**config.mk**
```make
export PLATFORM = sky130hd
export DESIGN_NAME = j2000_seconds_to_calendar_flat
export DESIGN_NICKNAME = d
export VERILOG_FILES = /design/src/design/j2s_pkg.sv /design/src/design/j2s_if.sv /design/src/design/j2s_day_split.sv /design/src/design/j2s_time_split.sv /design/src/design/j2s_civil.sv /design/src/design/j2000_seconds_to_calendar.sv /design/src/flat_wrapper.sv
export SDC_FILE = /design/constraint.sdc
export NUM_CORES = 2
export LEC_CHECK = 0
export ABC_AREA = 0
export ABC_CLOCK_PERIOD_IN_PS = 21500
export BUFFER_PORTS_ARGS = -buffer_cell sky130_fd_sc_hd__buf_2
export CAP_MARGIN = 10
export CORE_UTILIZATION = 60
export CTS_CLUSTER_SIZE = 25
export DETAILED_ROUTE_END_ITERATION = 6
export PLACE_DENSITY = 0.76
export SKIP_LAST_GASP = 1
export SLEW_MARGIN = 30
export SYNTH_ARGS = -nofsm -noshare
export SYNTH_HDL_FRONTEND = slang
export SYNTH_SLANG_ARGS = --single-unit
```
**constraint.sdc**
```tcl
create_clock -name clock -period 21.5 [get_ports clock]
set_clock_uncertainty 0.15 [all_clocks]
set_input_delay 4.3 -clock clock [delete_from_list [all_inputs] [get_ports clock]]
set_output_delay 4.3 -clock clock [all_outputs]
set_load 0.05 [all_outputs]
```
**src/design/j2s_pkg.sv**
```systemverilog
`default_nettype none
// ----------------------------------------------------------------------------
// j2s_pkg: shared types and constants
// Field types, stage payload types and reciprocal constants for the
// seconds-to-calendar pipeline.
// ----------------------------------------------------------------------------
package j2s_pkg;

   // clamp point and day split
   localparam logic signed [31:0] MIN_SECS   = -32'sd43200;
   localparam logic signed [32:0] HALF_DAY_S = 33'sd43200;
   localparam logic [16:0]        DAY_S      = 17'd86400;
   localparam int unsigned        DAY_SH     = 7;           // 86400 = 675 << 7
   localparam logic [21:0]        JDN_BIAS   = 22'(2451545 + 68569);

   localparam logic [17:0] ERA_D    = 18'd146097;
   localparam logic [11:0] YEAR_MUL = 12'd4000;
   localparam logic [10:0] YEAR_D   = 11'd1461;
   localparam logic [11:0] HOUR_S   = 12'd3600;
   localparam logic [5:0]  MIN_S    = 6'd60;
   localparam logic [13:0] YEAR_BASE = 14'd6900;   // 4900 + 2000

   // floor(a / D) == (a * ceil(2^K / D)) >> K, exact for a < 2^(K - clog2(D))
   localparam int unsigned SH_DAY  = 35;
   localparam int unsigned SH_ERA  = 42;
   localparam int unsigned SH_HOUR = 29;
   localparam int unsigned SH_YEAR = 49;
   localparam int unsigned SH_MIN  = 18;
   localparam int unsigned SH_MON  = 29;

   localparam logic [63:0] RCP_DAY  = ((64'd1 << SH_DAY)  + 64'd674)     / 64'd675;
   localparam logic [63:0] RCP_ERA  = ((64'd1 << SH_ERA)  + 64'd146096)  / 64'd146097;
   localparam logic [63:0] RCP_HOUR = ((64'd1 << SH_HOUR) + 64'd3599)    / 64'd3600;
   localparam logic [63:0] RCP_YEAR = ((64'd1 << SH_YEAR) + 64'd1461000) / 64'd1461001;
   localparam logic [63:0] RCP_MIN  = ((64'd1 << SH_MIN)  + 64'd59)      / 64'd60;
   localparam logic [63:0] RCP_MON  = ((64'd1 << SH_MON)  + 64'd2446)    / 64'd2447;

   typedef logic [14:0] days_type;
   typedef logic [16:0] rem_type;
   typedef logic [21:0] jdn_type;
   typedef logic [6:0]  era_type;
   typedef logic [15:0] doe_type;
   typedef logic [27:0] yacc_type;
   typedef logic [6:0]  yoe_type;
   typedef logic [9:0]  doy_type;
   typedef logic [3:0]  mon_type;

   typedef struct packed {
      logic [4:0] hour;
      logic [5:0] minute;
      logic [5:0] second;
   } tod_type;

   typedef struct packed {
      logic [6:0] year_offset;
      logic [3:0] month;
      logic [4:0] day;
   } date_type;

   // floor(2447 * j / 80), day count ahead of month index j
   function automatic logic [8:0] day_base(input mon_type j);
      logic [8:0] v;
      case (j)
         4'd0:    v = 9'd0;
         4'd1:    v = 9'd30;
         4'd2:    v = 9'd61;
         4'd3:    v = 9'd91;
         4'd4:    v = 9'd122;
         4'd5:    v = 9'd152;
         4'd6:    v = 9'd183;
         4'd7:    v = 9'd214;
         4'd8:    v = 9'd244;
         4'd9:    v = 9'd275;
         4'd10:   v = 9'd305;
         4'd11:   v = 9'd336;
         4'd12:   v = 9'd367;
         4'd13:   v = 9'd397;
         4'd14:   v = 9'd428;
         4'd15:   v = 9'd458;
         default: v = 9'd0;
      endcase
      return v;
   endfunction

endpackage
`default_nettype wire

```
**src/design/j2s_if.sv**
```systemverilog
`default_nettype none
// ----------------------------------------------------------------------------
// j2s_req_if / j2s_rsp_if: valid/ready channels
// Timestamp request channel and calendar response channel.
// ----------------------------------------------------------------------------
interface j2s_req_if;
   logic               valid;
   logic               ready;
   logic signed [31:0] seconds_since_epoch;

   modport source (output valid, output seconds_since_epoch, input ready);
   modport sink   (input valid, input seconds_since_epoch, output ready);
endinterface

interface j2s_rsp_if;
   logic       valid;
   logic       ready;
   logic [6:0] year_offset;
   logic [3:0] month;
   logic [4:0] day;
   logic [4:0] hour;
   logic [5:0] minute;
   logic [5:0] second;

   modport source (output valid, output year_offset, output month, output day,
                   output hour, output minute, output second, input ready);
   modport sink   (input valid, input year_offset, input month, input day,
                   input hour, input minute, input second, output ready);
endinterface
`default_nettype wire

```
**src/design/j2s_day_split.sv**
```systemverilog
`default_nettype none
// ----------------------------------------------------------------------------
// j2s_day_split: stages 1 to 3
// Clamp, shift to midnight, split into day count and second of day,
// form the biased day number.
// ----------------------------------------------------------------------------
module j2s_day_split (
   input  logic               clock,
   input  logic               adv,
   input  logic signed [31:0] secs,
   output j2s_pkg::rem_type   rem,
   output j2s_pkg::jdn_type   l0
);
   import j2s_pkg::*;

   logic [31:0]        t_ff, t_in;
   logic signed [32:0] sum;
   days_type           days_ff, days_in;
   rem_type            tlo_ff, tlo_in;
   logic [50:0]        dprod;
   logic [31:0]        dsec;
   rem_type            rem_ff, rem_in;
   jdn_type            l0_ff, l0_in;

   // stage 1: clamp below midnight of day zero
   assign sum  = 33'(secs) + HALF_DAY_S;
   assign t_in = (secs < MIN_SECS) ? 32'd0 : sum[31:0];

   // stage 2: t / 86400 as (t >> 7) / 675
   assign dprod   = 51'(t_ff[31:DAY_SH]) * 51'(RCP_DAY[25:0]);
   assign days_in = dprod[SH_DAY+14:SH_DAY];
   assign tlo_in  = t_ff[16:0];

   // stage 3
   assign dsec   = 32'(days_ff) * 32'(DAY_S);
   assign rem_in = tlo_ff - dsec[16:0];
   assign l0_in  = 22'(days_ff) + JDN_BIAS;

   always_ff @(posedge clock) begin
      if (adv) begin
         t_ff    <= t_in;
         days_ff <= days_in;
         tlo_ff  <= tlo_in;
         rem_ff  <= rem_in;
         l0_ff   <= l0_in;
      end
   end

   assign rem = rem_ff;
   assign l0  = l0_ff;

endmodule
`default_nettype wire

```
**src/design/j2s_time_split.sv**
```systemverilog
`default_nettype none
// ----------------------------------------------------------------------------
// j2s_time_split: stages 4 to 7
// Second of day into hour, minute and second.
// ----------------------------------------------------------------------------
module j2s_time_split (
   input  logic              clock,
   input  logic              adv,
   input  j2s_pkg::rem_type  rem,
   output j2s_pkg::tod_type  tod
);
   import j2s_pkg::*;

   logic [34:0] hprod;
   logic [4:0]  s4_hour_ff, s4_hour_in;
   rem_type     s4_rem_ff;
   logic [16:0] hsec;
   logic [4:0]  s5_hour_ff;
   logic [11:0] s5_remh_ff, s5_remh_in;
   logic [24:0] mprod;
   logic [4:0]  s6_hour_ff;
   logic [5:0]  s6_min_ff, s6_min_in;
   logic [11:0] s6_remh_ff;
   logic [11:0] msec;
   tod_type     s7_ff, s7_in;

   assign hprod      = 35'(rem) * 35'(RCP_HOUR[17:0]);
   assign s4_hour_in = hprod[SH_HOUR+4:SH_HOUR];

   assign hsec       = 17'(s4_hour_ff) * 17'(HOUR_S);
   assign s5_remh_in = 12'(s4_rem_ff - hsec);

   assign mprod     = 25'(s5_remh_ff) * 25'(RCP_MIN[12:0]);
   assign s6_min_in = mprod[SH_MIN+5:SH_MIN];

   assign msec = 12'(s6_min_ff) * 12'(MIN_S);
   always_comb begin
      s7_in.hour   = s6_hour_ff;
      s7_in.minute = s6_min_ff;
      s7_in.second = 6'(s6_remh_ff - msec);
   end

   always_ff @(posedge clock) begin
      if (adv) begin
         s4_hour_ff <= s4_hour_in;
         s4_rem_ff  <= rem;
         s5_hour_ff <= s4_hour_ff;
         s5_remh_ff <= s5_remh_in;
         s6_hour_ff <= s5_hour_ff;
         s6_min_ff  <= s6_min_in;
         s6_remh_ff <= s5_remh_ff;
         s7_ff      <= s7_in;
      end
   end

   assign tod = s7_ff;

endmodule
`default_nettype wire

```
**src/design/j2s_civil.sv**
```systemverilog
`default_nettype none
// ----------------------------------------------------------------------------
// j2s_civil: stages 4 to 10
// Biased day number into year offset, month and day (integer method,
// at most one constant division per stage).
// ----------------------------------------------------------------------------
module j2s_civil (
   input  logic              clock,
   input  logic              adv,
   input  j2s_pkg::jdn_type  l0,
   output j2s_pkg::date_type date
);
   import j2s_pkg::*;

   // stage 4: era index
   logic [48:0] nprod;
   era_type     s4_n_ff, s4_n_in;
   jdn_type     s4_l0_ff;
   // stage 5: day of era
   logic [24:0] era;
   logic [24:0] era_r;
   logic [22:0] l1w;
   era_type     s5_n_ff;
   doe_type     s5_l1_ff, s5_l1_in;
   // stage 6
   era_type     s6_n_ff;
   doe_type     s6_l1_ff;
   yacc_type    s6_ai_ff, s6_ai_in;
   // stage 7: year of era
   logic [56:0] iprod;
   era_type     s7_n_ff;
   doe_type     s7_l1_ff;
   yoe_type     s7_i_ff, s7_i_in;
   // stage 8: day of year plus 31
   logic [17:0] yq;
   logic [16:0] l2w;
   era_type     s8_n_ff;
   yoe_type     s8_i_ff;
   doy_type     s8_l2_ff, s8_l2_in;
   // stage 9: month index
   logic [16:0] aj;
   logic [34:0] jprod;
   era_type     s9_n_ff;
   yoe_type     s9_i_ff;
   doy_type     s9_l2_ff;
   mon_type     s9_j_ff, s9_j_in;
   // stage 10
   doy_type     dw;
   logic        c;
   logic [13:0] ysum;
   logic [13:0] ydif;
   date_type    s10_ff, s10_in;

   assign nprod   = 49'({l0, 2'b00}) * 49'(RCP_ERA[24:0]);
   assign s4_n_in = nprod[SH_ERA+6:SH_ERA];

   assign era      = 25'(s4_n_ff) * 25'(ERA_D);
   assign era_r    = era + 25'd3;
   assign l1w      = 23'(s4_l0_ff) - era_r[24:2];
   assign s5_l1_in = l1w[15:0];

   assign s6_ai_in = 28'(17'(s5_l1_ff) + 17'd1) * 28'(YEAR_MUL);

   assign iprod   = 57'(s6_ai_ff) * 57'(RCP_YEAR[28:0]);
   assign s7_i_in = iprod[SH_YEAR+6:SH_YEAR];

   assign yq       = 18'(s7_i_ff) * 18'(YEAR_D);
   assign l2w      = 17'(s7_l1_ff) - 17'(yq[17:2]) + 17'd31;
   assign s8_l2_in = l2w[9:0];

   assign aj      = 17'(s8_l2_ff) * 17'd80;
   assign jprod   = 35'(aj) * 35'(RCP_MON[17:0]);
   assign s9_j_in = jprod[SH_MON+3:SH_MON];

   always_comb begin
      dw   = s9_l2_ff - 10'(day_base(s9_j_ff));
      c    = (s9_j_ff >= 4'd11);
      ysum = 14'(s9_n_ff) * 14'd100 + 14'(s9_i_ff) + 14'(c);
      ydif = ysum - YEAR_BASE;
      s10_in.day         = dw[4:0];
      s10_in.month       = c ? (s9_j_ff - 4'd10) : (s9_j_ff + 4'd2);
      // dates before the base year read as offset zero
      s10_in.year_offset = (ysum < YEAR_BASE) ? 7'd0 : ydif[6:0];
   end

   always_ff @(posedge clock) begin
      if (adv) begin
         s4_n_ff  <= s4_n_in;
         s4_l0_ff <= l0;
         s5_n_ff  <= s4_n_ff;
         s5_l1_ff <= s5_l1_in;
         s6_n_ff  <= s5_n_ff;
         s6_l1_ff <= s5_l1_ff;
         s6_ai_ff <= s6_ai_in;
         s7_n_ff  <= s6_n_ff;
         s7_l1_ff <= s6_l1_ff;
         s7_i_ff  <= s7_i_in;
         s8_n_ff  <= s7_n_ff;
         s8_i_ff  <= s7_i_ff;
         s8_l2_ff <= s8_l2_in;
         s9_n_ff  <= s8_n_ff;
         s9_i_ff  <= s8_i_ff;
         s9_l2_ff <= s8_l2_ff;
         s9_j_ff  <= s9_j_in;
         s10_ff   <= s10_in;
      end
   end

   assign date = s10_ff;

endmodule
`default_nettype wire

```
**src/design/j2000_seconds_to_calendar.sv**
```systemverilog
`default_nettype none
// ----------------------------------------------------------------------------
// j2000_seconds_to_calendar: J2000 seconds to calendar date and time of day
// Ten-stage pipe, one timestamp per clock unless stalled, one response each.
// ----------------------------------------------------------------------------
// Converts a signed count of seconds since 2000-01-01 12:00 into year
// offset from 2000, month, day, hour, minute and second. Counts before
// 2000-01-01 00:00 are clamped to that instant. The pipeline is ten register
// stages deep, and a new request is taken every cycle when the response side
// is not stalled. Stages 1 to 3 clamp the count and split it into day count
// and second of day (division by 86400 as a shift and a reciprocal multiply);
// stages 4 to 10 run the integer day-number-to-date method, at most one
// constant division per stage, while the time of day is split in stages 4
// to 7 and delayed to line up. The pipeline advances as a whole whenever
// the output register is empty or its response is being taken, so
// req_chan.ready drops only while a finished response waits; nothing is
// lost or repeated.
// ----------------------------------------------------------------------------
module j2000_seconds_to_calendar (
   input  logic      clock,
   input  logic      reset,
   j2s_req_if.sink   req_chan,
   j2s_rsp_if.source rsp_chan
);
   import j2s_pkg::*;

   localparam int unsigned DEPTH     = 10;   // total register stages
   localparam int unsigned TOD_DELAY = 3;    // time lane ends at stage 7

   logic             adv;
   logic [DEPTH-1:0] vld_ff, vld_in;
   rem_type          rem;
   jdn_type          l0;
   tod_type          tod;
   date_type         date;
   tod_type          tod_ff [TOD_DELAY];

   // whole pipe moves when the output slot frees up this cycle
   assign adv            = !vld_ff[DEPTH-1] || rsp_chan.ready;
   assign req_chan.ready = adv;

   // valid bits follow the data, one per stage
   assign vld_in = {vld_ff[DEPTH-2:0], req_chan.valid};

   always_ff @(posedge clock) begin
      if (reset) begin
         vld_ff <= '0;
      end else if (adv) begin
         vld_ff <= vld_in;
      end
   end

   j2s_day_split u_day_split (
      .clock (clock),
      .adv   (adv),
      .secs  (req_chan.seconds_since_epoch),
      .rem   (rem),
      .l0    (l0)
   );

   j2s_time_split u_time_split (
      .clock (clock),
      .adv   (adv),
      .rem   (rem),
      .tod   (tod)
   );

   j2s_civil u_civil (
      .clock (clock),
      .adv   (adv),
      .l0    (l0),
      .date  (date)
   );

   // align time of day with the date lane (stages 8 to 10)
   always_ff @(posedge clock) begin
      if (adv) begin
         tod_ff[0] <= tod;
         for (int s = 1; s < TOD_DELAY; s++) begin
            tod_ff[s] <= tod_ff[s-1];
         end
      end
   end

   assign rsp_chan.valid       = vld_ff[DEPTH-1];
   assign rsp_chan.year_offset = date.year_offset;
   assign rsp_chan.month       = date.month;
   assign rsp_chan.day         = date.day;
   assign rsp_chan.hour        = tod_ff[TOD_DELAY-1].hour;
   assign rsp_chan.minute      = tod_ff[TOD_DELAY-1].minute;
   assign rsp_chan.second      = tod_ff[TOD_DELAY-1].second;

endmodule
`default_nettype wire

```
**src/flat_wrapper.sv**
```systemverilog
// flat-port wrapper written by rule: the top's interface ports become plain ports
module j2000_seconds_to_calendar_flat import j2s_pkg::*;
  (clock, reset, req_chan_valid, req_chan_seconds_since_epoch, req_chan_ready, rsp_chan_valid, rsp_chan_year_offset, rsp_chan_month, rsp_chan_day, rsp_chan_hour, rsp_chan_minute, rsp_chan_second, rsp_chan_ready);
  j2s_req_if req_chan_i ();
  j2s_rsp_if rsp_chan_i ();
  input  logic clock;
  input  logic reset;
  input wire logic [$bits(req_chan_i.valid)-1:0] req_chan_valid;
  input wire logic [$bits(req_chan_i.seconds_since_epoch)-1:0] req_chan_seconds_since_epoch;
  output wire logic [$bits(req_chan_i.ready)-1:0] req_chan_ready;
  output wire logic [$bits(rsp_chan_i.valid)-1:0] rsp_chan_valid;
  output wire logic [$bits(rsp_chan_i.year_offset)-1:0] rsp_chan_year_offset;
  output wire logic [$bits(rsp_chan_i.month)-1:0] rsp_chan_month;
  output wire logic [$bits(rsp_chan_i.day)-1:0] rsp_chan_day;
  output wire logic [$bits(rsp_chan_i.hour)-1:0] rsp_chan_hour;
  output wire logic [$bits(rsp_chan_i.minute)-1:0] rsp_chan_minute;
  output wire logic [$bits(rsp_chan_i.second)-1:0] rsp_chan_second;
  input wire logic [$bits(rsp_chan_i.ready)-1:0] rsp_chan_ready;
  assign req_chan_i.valid = req_chan_valid;
  assign req_chan_i.seconds_since_epoch = req_chan_seconds_since_epoch;
  assign req_chan_ready = req_chan_i.ready;
  assign rsp_chan_valid = rsp_chan_i.valid;
  assign rsp_chan_year_offset = rsp_chan_i.year_offset;
  assign rsp_chan_month = rsp_chan_i.month;
  assign rsp_chan_day = rsp_chan_i.day;
  assign rsp_chan_hour = rsp_chan_i.hour;
  assign rsp_chan_minute = rsp_chan_i.minute;
  assign rsp_chan_second = rsp_chan_i.second;
  assign rsp_chan_i.ready = rsp_chan_ready;
  j2000_seconds_to_calendar u_core (.clock(clock), .reset(reset), .req_chan(req_chan_i), .rsp_chan(rsp_chan_i));
endmodule
```
==> impl_results.md <==
- Status: finished, final reports clean
- Largest net degree at the start of global routing: 80
- Chip width: 306.0 um
- Hold buffers post-CTS: 0
- Max Fclk: 102.6 MHz
- Post-synth EDFFs: 377
- Worst min path class: reg -> reg
- Placer Congestion: 0.9607
- Router iterations before antenna repair: 5
- Initial antenna violation count: 0
- Max cap viols: 0
- Synth Cell Area: 0.05544 mm2
- Relative slew margins: 0.3819
- DRC viols: 0
- Fin. max-slew vios: 0
- Worst-margin pin slew: 927.1 ps
- CTS H-tree lvls: 2
- Vias in the first global route: 36730
- HPWL after DPL: 90870 um
- Final nets: 7091
- Post-Route WL: 106400 um
- Ys async rst share: 0
- Clock Tree Root: clkbuf_16
- RSZ-0062 raised after global routing: false
- # diodes: 0
- Crit-path max FO: 29
- Commonest cells post-synth: inv_1, ha_1, fa_1
- Die ar.: 0.09362 mm2
- Worst EP required: 17050 ps
- Die height: 306.0 um
- Drt via density: 5.310
- Syn_area_per_cell: 11.23 um2
- DR iter-0 viols: 1400
- CTS tree: done
- Post-CTS setup buffers: 0
- Grt total ovfl: 0
- Tcrit/Tclk final: 0.4533
- CTS Buffer Depth: 3
- Post-synth top area share: 0.2910
- Synth warn: 0
- Area delta synth->final: 5.965%
- Final Hold Vio Count: 0
- Critical Path Start Type: input pin
- Synth area leader: fa_1
- CTS clk-pin slew, worst paths: 60 ps
- First-pass GRT wire length: 181100 um
- Core Region: 0.09152 mm2
- CP Class: in -> out
- Top Ports: 71
- Port bufs: 70
- Setup crit end kind: output port
- Final setup viols: 0
- Vias: 33230
- Worst EP arrival: 5300 ps
- Post-synthesis sequential area ratio: 0.2096
- Top cells by area, synth: fa_1, ha_1, edfxtp_1
- Min Clock Period, post-route: 9746 ps
- Synth Instances: 4935
- Layout cells sized above 1: 0.03411
- Skew-Pair Late Insertion Delay: 590 ps
- Row Count: 111
- Num CTS Buffers: 42
- Post-DRT Antenna Nets: 0
- DR WL/cell: 17.00 um
- Most frequent cell after synthesis: inv_1
- Synthesized flop and latch total: 392
- Setup TNS: 0 ps
- Main synth FF type: edfxtp_1
- CTS Sinks: 392
- Resized Gates After CTS: 0
- Starting Density: 0.6057
- Post-synthesis cell type count: 81
- Gr usage total: 0.2432
state kept, by name, indices dropped and copies added (netlist names), 10 cells and up, named ones only:
register                        count
u_core.tod_ff                      51
u_core.u_civil.s7_l1_ff            10
u_core.u_time_split.tod            17
u_core.u_civil.s5_l1_ff            16
u_core.u_civil.date                16
u_core.u_day_split.rem             17
u_core.u_time_split.s4_rem_ff      12
u_core.u_civil.s6_ai_ff            23
u_core.u_civil.s6_l1_ff            10
u_core.u_time_split.s5_remh_ff     12
u_core.u_day_split.t_ff            32
u_core.vld_ff                      10
u_core.u_civil.s8_l2_ff            10
u_core.u_day_split.days_ff         15
u_core.u_day_split.tlo_ff          17
u_core.u_civil.s4_l0_ff            16
u_core.u_day_split.l0              16
final timing paths:
check	from	to	slack, ps	cells after the start
max reg2reg	u_core.u_civil.s8_l2_ff[1]	flip-flop	13420	31
min reg2reg	u_core.u_civil.s6_l1_ff[7]	u_core.u_civil.s7_l1_ff[7]	250	0
max	rsp_chan_ready	req_chan_ready	11750	4
min	u_core.u_civil.s6_l1_ff[7]	u_core.u_civil.s7_l1_ff[7]	250	0
stage by stage:
step	hold slack, ps	instances	cell area [um2]	utilization	setup WS [ps]
3_3_place_gp	250.2	6180	57220	0.6252	11760
5_1_grt	258.1	6258	58750	0.6419	11720
6_report	249.9	6258	58750	0.6419	11750
3_5_place_dp	254.5	6180	57220	0.6252	11750
2_1_floorplan	250.3	4936	55440	-	1593
4_1_cts	242.2	6258	58740	0.6418	11740
cell usage in the layout (no fill, tap or decap), types with 8 or more instances in the layout:
cell and count:
nand2_1 90, a211oi_1 14, nor2b_1 30, xnor2_1 163, dfxtp_1 15, o21a_1 26, nand2b_1 24, ha_1 1211
fa_1 806, nand4_1 21, buf_2 70, xor2_1 80, or3_1 8, a21oi_1 147, nand3_1 34, o21ai_1 11
and3_1 16, nor2_1 123, o21bai_1 26, nor3_1 31, inv_1 1383, a31oi_1 14, a21o_1 64, edfxtp_1 377
buf_4 10, o21ai_0 76, clkbuf_16 46
per-layer routing:
metal	wire length, um	track usage
met5	0	0
met4	2564	0.06205
met3	4346	0.02882
met2	53060	0.4267
met1	46420	0.3203
critical path: stages:
cell	delay, ps
buf_2	70
and2b_2	320
inv_8	260
buf_2	320
cell type report:
| type | count | area [um2] |
|---|---|---|
| Clock buffer | 55 | 1215 |
| Clock inverter | 23 | 305.3 |
| Fill cell | 6959 | 32780 |
| Inverter | 1384 | 5202 |
| Multi-Input combinational cell | 3137 | 38480 |
| Sequential cell | 392 | 11620 |
| Tap cell | 1186 | 1484 |
| Timing Repair Buffer | 81 | 436.7 |
cell families after synthesis:
family | Yosys count | share of synthesized area
and+or+nand+nor | 416 | 0.03676
AOI/OAI and AO/OA | 448 | 0.05207
xor gates and xnor gates | 244 | 0.03868
other | 2 | 0.0001355
muxes | 9 | 0.001963
adders and majority gates | 2017 | 0.5643
buffers and inverters | 1407 | 0.09643
DFF | 392 | 0.2096
Power is left out: the tool's default activity adds up to more than one toggle a clock period on the data nets, which glitch-free logic cannot reach.
